## src/hdl/tpq_pkg.sv

```systemverilog
// Package: item types, verdict codes and constants for the two-class priority queue.
`timescale 1ns / 1ps
`default_nettype none

package tpq_pkg;

  localparam int HANDLE_W = 16;

  localparam logic MODE_ENQ = 1'b0;
  localparam logic MODE_DEQ = 1'b1;

  localparam logic CLASS_MGMT = 1'b1;

  typedef enum logic [2:0] {
    VERDICT_SEND  = 3'd0,
    VERDICT_SCHED = 3'd1,
    VERDICT_DROP  = 3'd2,
    VERDICT_DEQ   = 3'd3,
    VERDICT_EMPTY = 3'd4
  } verdict_t;

  typedef struct packed {
    logic                mode;
    logic [HANDLE_W-1:0] handle;
    logic                is_management;
    logic                must_enqueue;
  } req_t;

  typedef struct packed {
    verdict_t            verdict;
    logic [HANDLE_W-1:0] handle_out;
    logic                from_management;
  } rsp_t;

endpackage

`default_nettype wire

```

## src/hdl/two_class_priority_queue.sv

```systemverilog
// Top level: strict-priority management/data handle queues with tail drop.
//
//   port group   dir   handshake            payload
//   req          in    req_valid/req_stall  tpq_pkg::req_t (mode, handle, flags)
//   rsp          out   rsp_valid/rsp_stall  tpq_pkg::rsp_t (verdict, handle, class)
//
// One item per cycle while the result is not stalled; each accepted item passes
// the decision and RAM read stage, then the result register, before its result.
// Reset (rst, synchronous) empties both queues; stored handles are not cleared.
// A stalled result holds the whole pipeline; req_stall follows rsp_stall then.
`timescale 1ns / 1ps
`default_nettype none

module two_class_priority_queue #(
  parameter int DATA_DEPTH = 16,
  parameter int MGMT_DEPTH = 16
) (
  input  wire logic          clk,
  input  wire logic          rst,
  input  wire logic          req_valid,
  output logic               req_stall,
  input  wire tpq_pkg::req_t req,
  output logic               rsp_valid,
  input  wire logic          rsp_stall,
  output tpq_pkg::rsp_t      rsp
);

  localparam int MAW = $clog2(MGMT_DEPTH);
  localparam int MCW = $clog2(MGMT_DEPTH + 1);
  localparam int MSW = MCW + 1;
  localparam int DAW = $clog2(DATA_DEPTH);
  localparam int DCW = $clog2(DATA_DEPTH + 1);
  localparam int DSW = DCW + 1;

  logic [MAW-1:0] mgmt_head, mgmt_head_next, mgmt_tail;
  logic [MCW-1:0] mgmt_count, mgmt_count_next;
  logic [MSW-1:0] mgmt_tail_sum;
  logic [DAW-1:0] data_head, data_head_next, data_tail;
  logic [DCW-1:0] data_count, data_count_next;
  logic [DSW-1:0] data_tail_sum;

  logic mgmt_empty, mgmt_full, data_empty, data_full;
  logic advance, accept;
  logic mgmt_wr, data_wr, mgmt_rd, data_rd;

  tpq_pkg::verdict_t verdict_next;
  logic              from_mgmt_next;

  logic              s1_valid;
  tpq_pkg::verdict_t s1_verdict;
  logic              s1_from_mgmt;

  logic [tpq_pkg::HANDLE_W-1:0] mgmt_q, data_q, s1_handle;

  assign advance   = !rsp_valid || !rsp_stall;
  assign accept    = req_valid && advance;
  assign req_stall = !advance;

  assign mgmt_empty = (mgmt_count == '0);
  assign mgmt_full  = (mgmt_count == MCW'(MGMT_DEPTH));
  assign data_empty = (data_count == '0);
  assign data_full  = (data_count == DCW'(DATA_DEPTH));

  assign mgmt_tail_sum = MSW'(mgmt_head) + MSW'(mgmt_count);
  assign mgmt_tail = (mgmt_tail_sum >= MSW'(MGMT_DEPTH)) ?
                     MAW'(mgmt_tail_sum - MSW'(MGMT_DEPTH)) : MAW'(mgmt_tail_sum);
  assign data_tail_sum = DSW'(data_head) + DSW'(data_count);
  assign data_tail = (data_tail_sum >= DSW'(DATA_DEPTH)) ?
                     DAW'(data_tail_sum - DSW'(DATA_DEPTH)) : DAW'(data_tail_sum);

  always_comb begin
    verdict_next    = tpq_pkg::VERDICT_EMPTY;
    from_mgmt_next  = 1'b0;
    mgmt_wr         = 1'b0;
    data_wr         = 1'b0;
    mgmt_rd         = 1'b0;
    data_rd         = 1'b0;
    mgmt_head_next  = mgmt_head;
    mgmt_count_next = mgmt_count;
    data_head_next  = data_head;
    data_count_next = data_count;
    if (req.mode == tpq_pkg::MODE_ENQ) begin
      if (req.is_management == tpq_pkg::CLASS_MGMT) begin
        if (!req.must_enqueue && mgmt_empty) begin
          verdict_next = tpq_pkg::VERDICT_SEND;
        end else if (mgmt_full) begin
          verdict_next = tpq_pkg::VERDICT_DROP;
        end else begin
          verdict_next    = tpq_pkg::VERDICT_SCHED;
          mgmt_wr         = 1'b1;
          mgmt_count_next = mgmt_count + MCW'(1);
        end
      end else begin
        if (!req.must_enqueue && data_empty) begin
          verdict_next = tpq_pkg::VERDICT_SEND;
        end else if (data_full) begin
          verdict_next = tpq_pkg::VERDICT_DROP;
        end else begin
          verdict_next    = tpq_pkg::VERDICT_SCHED;
          data_wr         = 1'b1;
          data_count_next = data_count + DCW'(1);
        end
      end
    end else if (!mgmt_empty) begin
      verdict_next    = tpq_pkg::VERDICT_DEQ;
      from_mgmt_next  = 1'b1;
      mgmt_rd         = 1'b1;
      mgmt_count_next = mgmt_count - MCW'(1);
      mgmt_head_next  = (mgmt_head == MAW'(MGMT_DEPTH - 1)) ? '0 : mgmt_head + MAW'(1);
    end else if (!data_empty) begin
      verdict_next    = tpq_pkg::VERDICT_DEQ;
      data_rd         = 1'b1;
      data_count_next = data_count - DCW'(1);
      data_head_next  = (data_head == DAW'(DATA_DEPTH - 1)) ? '0 : data_head + DAW'(1);
    end
  end

  tpq_ram #(.WIDTH(tpq_pkg::HANDLE_W), .DEPTH(MGMT_DEPTH)) u_mgmt_ram (
    .clk     (clk),
    .wr_en   (accept && mgmt_wr),
    .wr_addr (mgmt_tail),
    .wr_data (req.handle),
    .rd_en   (accept && mgmt_rd),
    .rd_addr (mgmt_head),
    .rd_data (mgmt_q)
  );

  tpq_ram #(.WIDTH(tpq_pkg::HANDLE_W), .DEPTH(DATA_DEPTH)) u_data_ram (
    .clk     (clk),
    .wr_en   (accept && data_wr),
    .wr_addr (data_tail),
    .wr_data (req.handle),
    .rd_en   (accept && data_rd),
    .rd_addr (data_head),
    .rd_data (data_q)
  );

  always_ff @(posedge clk) begin
    if (rst) begin
      mgmt_head  <= '0;
      mgmt_count <= '0;
      data_head  <= '0;
      data_count <= '0;
    end else if (accept) begin
      mgmt_head  <= mgmt_head_next;
      mgmt_count <= mgmt_count_next;
      data_head  <= data_head_next;
      data_count <= data_count_next;
    end
  end

  always_ff @(posedge clk) begin
    if (rst) begin
      s1_valid  <= 1'b0;
      rsp_valid <= 1'b0;
    end else if (advance) begin
      s1_valid  <= req_valid;
      rsp_valid <= s1_valid;
    end
  end

  always_ff @(posedge clk) begin
    if (accept) begin
      s1_verdict   <= verdict_next;
      s1_from_mgmt <= from_mgmt_next;
    end
  end

  assign s1_handle = (s1_verdict != tpq_pkg::VERDICT_DEQ) ? '0 :
                     (s1_from_mgmt ? mgmt_q : data_q);

  // Advance the result register when it is free or taken.
  always_ff @(posedge clk) begin
    if (advance && s1_valid) begin
      rsp.verdict         <= s1_verdict;
      rsp.handle_out      <= s1_handle;
      rsp.from_management <= s1_from_mgmt;
    end
  end

  a_mgmt_bound : assert property (@(posedge clk) disable iff (rst)
    mgmt_count <= MCW'(MGMT_DEPTH) && data_count <= DCW'(DATA_DEPTH))
    else $error("queue count beyond depth");

  a_mgmt_pop : assert property (@(posedge clk) disable iff (rst)
    accept && req.mode == tpq_pkg::MODE_DEQ && !mgmt_empty
    |=> mgmt_count == $past(mgmt_count) - MCW'(1) && data_count == $past(data_count))
    else $error("management pop did not update counts");

  a_no_handle : assert property (@(posedge clk) disable iff (rst)
    rsp_valid && rsp.verdict != tpq_pkg::VERDICT_DEQ
    |-> rsp.handle_out == '0 && !rsp.from_management)
    else $error("handle reported without a dequeue");

  a_hold_pipe : assert property (@(posedge clk) disable iff (rst)
    rsp_valid && rsp_stall |=> rsp_valid && s1_valid == $past(s1_valid))
    else $error("pipeline moved under stall");

endmodule

`default_nettype wire

```

## src/hdl/tpq_ram.sv

```systemverilog
// Generic single-write, single-read RAM with registered read data.
`timescale 1ns / 1ps
`default_nettype none

module tpq_ram #(
  parameter int WIDTH = 16,
  parameter int DEPTH = 16,
  localparam int AW   = $clog2(DEPTH)
) (
  input  wire logic             clk,
  input  wire logic             wr_en,
  input  wire logic [AW-1:0]    wr_addr,
  input  wire logic [WIDTH-1:0] wr_data,
  input  wire logic             rd_en,
  input  wire logic [AW-1:0]    rd_addr,
  output logic      [WIDTH-1:0] rd_data
);

  logic [WIDTH-1:0] mem [DEPTH];

  always_ff @(posedge clk) begin
    if (wr_en) begin
      mem[wr_addr] <= wr_data;
    end
    if (rd_en) begin
      rd_data <= mem[rd_addr];
    end
  end

endmodule

`default_nettype wire

```

## config.mk

```make
export PLATFORM = sky130hd
export DESIGN_NAME = two_class_priority_queue
export DESIGN_NICKNAME = d
export VERILOG_FILES = /design/src/hdl/tpq_pkg.sv /design/src/hdl/two_class_priority_queue.sv /design/src/hdl/tpq_ram.sv
export SDC_FILE = /design/constraint.sdc
export NUM_CORES = 1
export LEC_CHECK = 0
export ABC_AREA = 1
export ABC_CLOCK_PERIOD_IN_PS = 4200
export BUFFER_PORTS_ARGS = -buffer_cell sky130_fd_sc_hd__buf_2
export CORE_MARGIN = 10
export CORE_UTILIZATION = 35
export DETAILED_ROUTE_END_ITERATION = 6
export PLACE_DENSITY = 0.53
export SLEW_MARGIN = 30
export SYNTH_ARGS = -nofsm -noshare
export SYNTH_HDL_FRONTEND = slang
export SYNTH_SLANG_ARGS = --single-unit
```

## constraint.sdc

```tcl
create_clock -name clk -period 4.2 [get_ports clk]
set_input_delay 0.63 -clock clk [delete_from_list [all_inputs] [get_ports clk]]
set_output_delay 0.63 -clock clk [all_outputs]
set_load 0.01 [all_outputs]
```

Word level (Yosys, flattened, before mapping):

Memories as Yosys holds them, arrays and structs flattened. A register that Yosys moved wholly into a read port is not among the register bits.
Cells that the tools add are included.

* flip-flop bits (word level): 44
* bits in writable memories: 512
* bits of input ports: 23
* word-level logic and storage cells: 101
* memories: 2

* $add $sub $neg: 10
* magnitude comparators: 2
* equality and inequality tests: 13
* mux-type cells: 41
* bitwise logic cells: 2
* reductions and logical operators: 20

Memories
* u_data_ram.mem: words 16, bits a word 16, rd ports 1, clocked after memory_dff 1, write ports 1, RTL line tpq_ram.sv:19 `logic [WIDTH-1:0] mem [DEPTH];`
* u_mgmt_ram.mem: words 16, bits a word 16, rd ports 1, clocked after memory_dff 1, write ports 1, RTL line tpq_ram.sv:19

Operators with widths (count)
* 2-to-1 mux 5 bit: 11
* 2-to-1 mux 1 bit: 17
* 2-to-1 mux 16 bit: 1
* 2-to-1 mux 4 bit: 4
* adder 4 x 5 -> 6 bit: 2
* >= comparator 6 x 5 -> 1 bit, second input constant: 2
* 2-to-1 mux 3 bit: 4
* inequality test 2 bit, second input constant: 6
* adder 5 x 1 -> 5 bit, second input constant: 2
* equality test 5 bit, second input constant: 2
* logical NOT 5 bit: 2
* subtractor 5 x 1 -> 5 bit, second input constant: 2
* adder 4 x 1 -> 4 bit, second input constant: 2
* equality test 4 bit, second input constant: 2
* logical AND 1 bit: 8
* 2-to-1 mux 2 bit: 4
* subtractor 4 x 1 -> 4 bit, second input constant: 2
* AND reduction 6 bit: 1
* AND reduction 5 bit: 1
* logical NOT 1 bit: 4
* inequality test 2 x 1 -> 1 bit, second input constant: 2
* AND reduction 4 bit: 1
* inequality test 3 x 2 -> 1 bit, second input constant: 1
* AND reduction 3 bit: 1
* other kinds (3): 4

Depth between registers and ports, before layout:

* depth in word-level cells: 8
* depth in mapped cells: 10
* gate-level depth less buffers: 9

Hierarchy:

From an unflattened synthesis, not the netlist that was laid out.

* cells, all modules: 2458
* area total of the unflattened synthesis: 25831.0 µm²

Modules (own cells, without submodules)
* tpq_ram: times used 2, cells each 1074, area each 11541.1 µm²
* two_class_priority_queue: times used 1, cells each 310, area each 2748.9 µm²

Worst setup path before layout:

No wires, ideal clock.

* path kind: in2reg
* start point: input port req[18] (netlist bit)
* end point: memory u_data_ram.mem[10][0], enable pin
* setup time: 0.388 ns
* arrival time: 2.150 ns
* required time: 3.812 ns
* setup slack: 1.662 ns
* stages: 6
* cells stage by stage: buf_4 > inv_1 > nand3_1 > nor2_1 > nand3_1 > nor2_1

* word-level cells in the longest chain between the ends: 4

RTL lines
* start: declaration: RTL line two_class_priority_queue.sv:22 `input wire tpq_pkg::req_t req,`
* 2-to-1 mux 1 bit: RTL line two_class_priority_queue.sv:82 `if (req.mode == tpq_pkg::MODE_ENQ) begin`
* logical AND 1 bit: RTL line two_class_priority_queue.sv:130 `.wr_en (accept && data_wr),`
* 2-to-1 mux 1 bit: RTL line tpq_ram.sv:22 `if (wr_en) begin`
* 2-to-1 mux 1 bit (not written as such): RTL line tpq_ram.sv:23 `mem[wr_addr] <= wr_data;`
* end: declaration: RTL line tpq_ram.sv:19

Every way passes these cells.

==> impl_metrics.toml <==
[global_route]
grt_pass1_vias = 14200
grt_pass1_wl_um = 94200
antenna_found_initial = 1
use_met2_pct = 23.8
grt.busiest_layer = "met2"
grt_max_degree = 79
grt_util_met3_pct = 2.70
grtUsageTotal_pct = 16.0
grtUsageMet1_pct = 23.4
grt_overflow = 0

[sta]
max_freq_ghz = 0.314
setup_viol = 0
finalCriticalPeriod_ps = 3180
fin_crit_sh_pct = 75.8
rsz0062_at_grt = "no"
worst_slack_ps = 1020
tightestPinTransition_ps = 940
fin_setup_tns_ps = 0
clock_skew_ps = 23.8
hold_viol_final = 0
whs_ps = 346
maxSlewViolCount = 0
max-slew-margin-rel_pct = 37.0

[worst_setup_path]
worst_ep_arrival_time_ps = 3530
crit_path_cell_trace = "clkinv_2 > o21ai_0 > o211ai_1 > nand3_1 > nand3_1"
end_kind = "flip-flop"
crit_top_cell = "nand3_1"
cp_max_fo = 76
cp_slowest_cell = "dfxtp_4"
crit_required_ps = 4550
reg2reg_depth = 5
r2r_start = "data_head[0]"
start_kind = "flip-flop"
reg2reg_to = "u_data_ram.rd_data[0]"
path_class = "flip-flop to flip-flop"
max_stage_delay_ps = 870
endpoint = "u_data_ram.rd_data[0]"
startpoint = "data_head[0]"
ff2ff_setup_slack_ps = 1020

[floorplanning]
placeableCoreArea_mm2 = 0.0670
std_cell_rows = 95
ios = 45
die_width_um = 280
die-height_um = 280
start_util_pct = 35.2
die-area_mm2 = 0.0782

[placement]
place_area_mm2 = 0.0248
port_buffers = 44
dpl.cell_count = 2703
place_hpwl_um = 36800
place_congestion = 0.805
preCtsSetupSlack_ps = 1060

[cells_and_area]
area_growth_pct = 14.1
n_antenna_cell = 0
final_cell_mix = "edfxtp_1, nor2_1, o21ai_0"
layout.cells.non_filler = 2821
layout_commonest_cell = "edfxtp_1"
finalInstanceArea_mm2 = 0.0269
fin_util_pct = 40.2
nets = 1939
drive_gt1_share_pct = 10.9

[yosys]
synth-main-ff-cell = "edfxtp_1"
yosys_warnings = 0
syn_area_mm2 = 0.0236
synth.distinct_cells = 33
syn-mean-instance-area_um2 = 12.8
synthCells = 1843
seq_area_frac_synth_pct = 74.0
syn_nets = 1884
synth-edff-count = 568
async_flop_share_pct = 0
ys_ff_latch = 588

[power_and_ir_drop]
p_leak_nw = 9.07
total_power_mw = 13.6
worst_ir_drop_vdd_mv = 0.233
combPwrFrac_pct = 8.8
power_frac_clock_pct = 42.1
p_seq_share_pct = 49.0
power.share.switching_pct = 24.0
internal-power_mw = 10.3
netSwitchingPower_mw = 3.26
power.density_mw_per_mm2 = 504

[clocking]
clk_latency_ps = 600
postCtsSetupBuffers = 0
cts.sinks = 588
cts_made_buffers = 66
cts_root_buffer = "clkbuf_16"
holdBufCountCts = 0
clkSlewWorstSetupHoldPaths_ps = 60
cts_tree = "done"
cts_max_level = 3
ctsResizeCount = 0
clock_path_buffers = 3

[detailed_routing]
vias_per_cell = 5.30
drt_first_pass_iters = 6
drc = 0
drtIter0Drc = 1551
final_antenna_net_count = 0
drt-total-wl_um = 63800
dr_total_vias = 15000
wire_per_inst_um = 22.6

[run_status]
status = "finished, final reports clean"

[job]
cap_violations = 0

[hold_path]
hp-class = "input port to flip-flop"
final cells by class:
type | count | area (µm²)
Multi-Input combinational cell | 1098 | 5430
Sequential cell | 588 | 17500
Tap cell | 873 | 1090
Clock inverter | 28 | 228
Clock buffer | 90 | 1910
Inverter | 54 | 205
Fill cell | 6285 | 40100
Timing Repair Buffer | 90 | 591
registers in the layout (all words and copies together) (netlist names):
signal	cells
data_count	5
data_head	4
mgmt_count	5
mgmt_head	4
rsp	20
rsp_valid	1
s1_from_mgmt	1
s1_valid	1
s1_verdict	3
u_data_ram.mem	256
u_data_ram.rd_data	16
u_mgmt_ram.mem	256
u_mgmt_ram.rd_data	16
synthesized netlist by cell type, types with 4 or more instances:
cell / number / area share (%)
a21oi_1: 23 / 0.49
buf_1: 6 / 0.095
buf_2: 31 / 0.66
buf_4: 14 / 0.45
buf_6: 6 / 0.29
clkbuf_1: 45 / 0.72
dfxtp_1: 20 / 1.7
edfxtp_1: 568 / 72
fa_1: 4 / 0.34
ha_1: 14 / 0.74
inv_1: 47 / 0.75
inv_2: 4 / 0.064
mux2_2: 16 / 0.76
nand2_1: 145 / 2.3
nand3_1: 100 / 2.1
nand3b_1: 4 / 0.13
nor2_1: 381 / 6.1
o211ai_1: 64 / 2.0
o21ai_0: 242 / 5.1
o21ai_1: 16 / 0.34
o22ai_1: 64 / 1.7
xnor2_1: 6 / 0.22
xor2_1: 6 / 0.22
power groups by stage:
stage / clock [mW] / combinational [mW] / sequential [mW]
final: 5.71 / 1.20 / 6.65
after global routing: 6.06 / 1.33 / 6.66
after global placement: 0 / 1.18 / 6.77
after floorplan: 0 / 0.761 / 6.71
after CTS: 5.83 / 1.20 / 6.65
after detailed placement: 0 / 1.19 / 6.77
cell families (layout without fill, tap and decap cells):
group,after synthesis,after routing,share of synthesized area (%)
simple gates,640,640,10.9
xor+xnor,12,12,0.445
mux,16,16,0.763
buf+inv,157,262,3.08
fa+ha+maj,18,18,1.08
flops,588,588,74.0
compound gates,412,412,9.79
worst min path at each step:
stage	endpoint	slack, ps	start	cells past startpoint
after floorplan	rsp[0]	420	s1_from_mgmt	0
after global placement	rsp[17]	440	s1_verdict[0]	0
after detailed placement	rsp[19]	430	s1_verdict[2]	0
after CTS	rsp_valid	320	rsp_stall	3
after global routing	mgmt_head[3]	370	rst	2
final	rsp_valid	350	rsp_stall	3
critical path: cells and delay by family, from the launching register on:
| kind | cells | cell delay, ps |
|---|---|---|
| compound gates | 2 | 920 |
| buf+inv | 1 | 840 |
| flops | 1 | 870 |
| simple gates | 2 | 230 |
metal layers:
layer | vias up | part of all wire, %
li1 | 6824 | -
met1 | 7547 | 47
met2 | 505 | 45
met3 | 86 | 6.8
met4 | 0 | 2.1
met5 | - | 0
(Power assumes the default switching activity.)
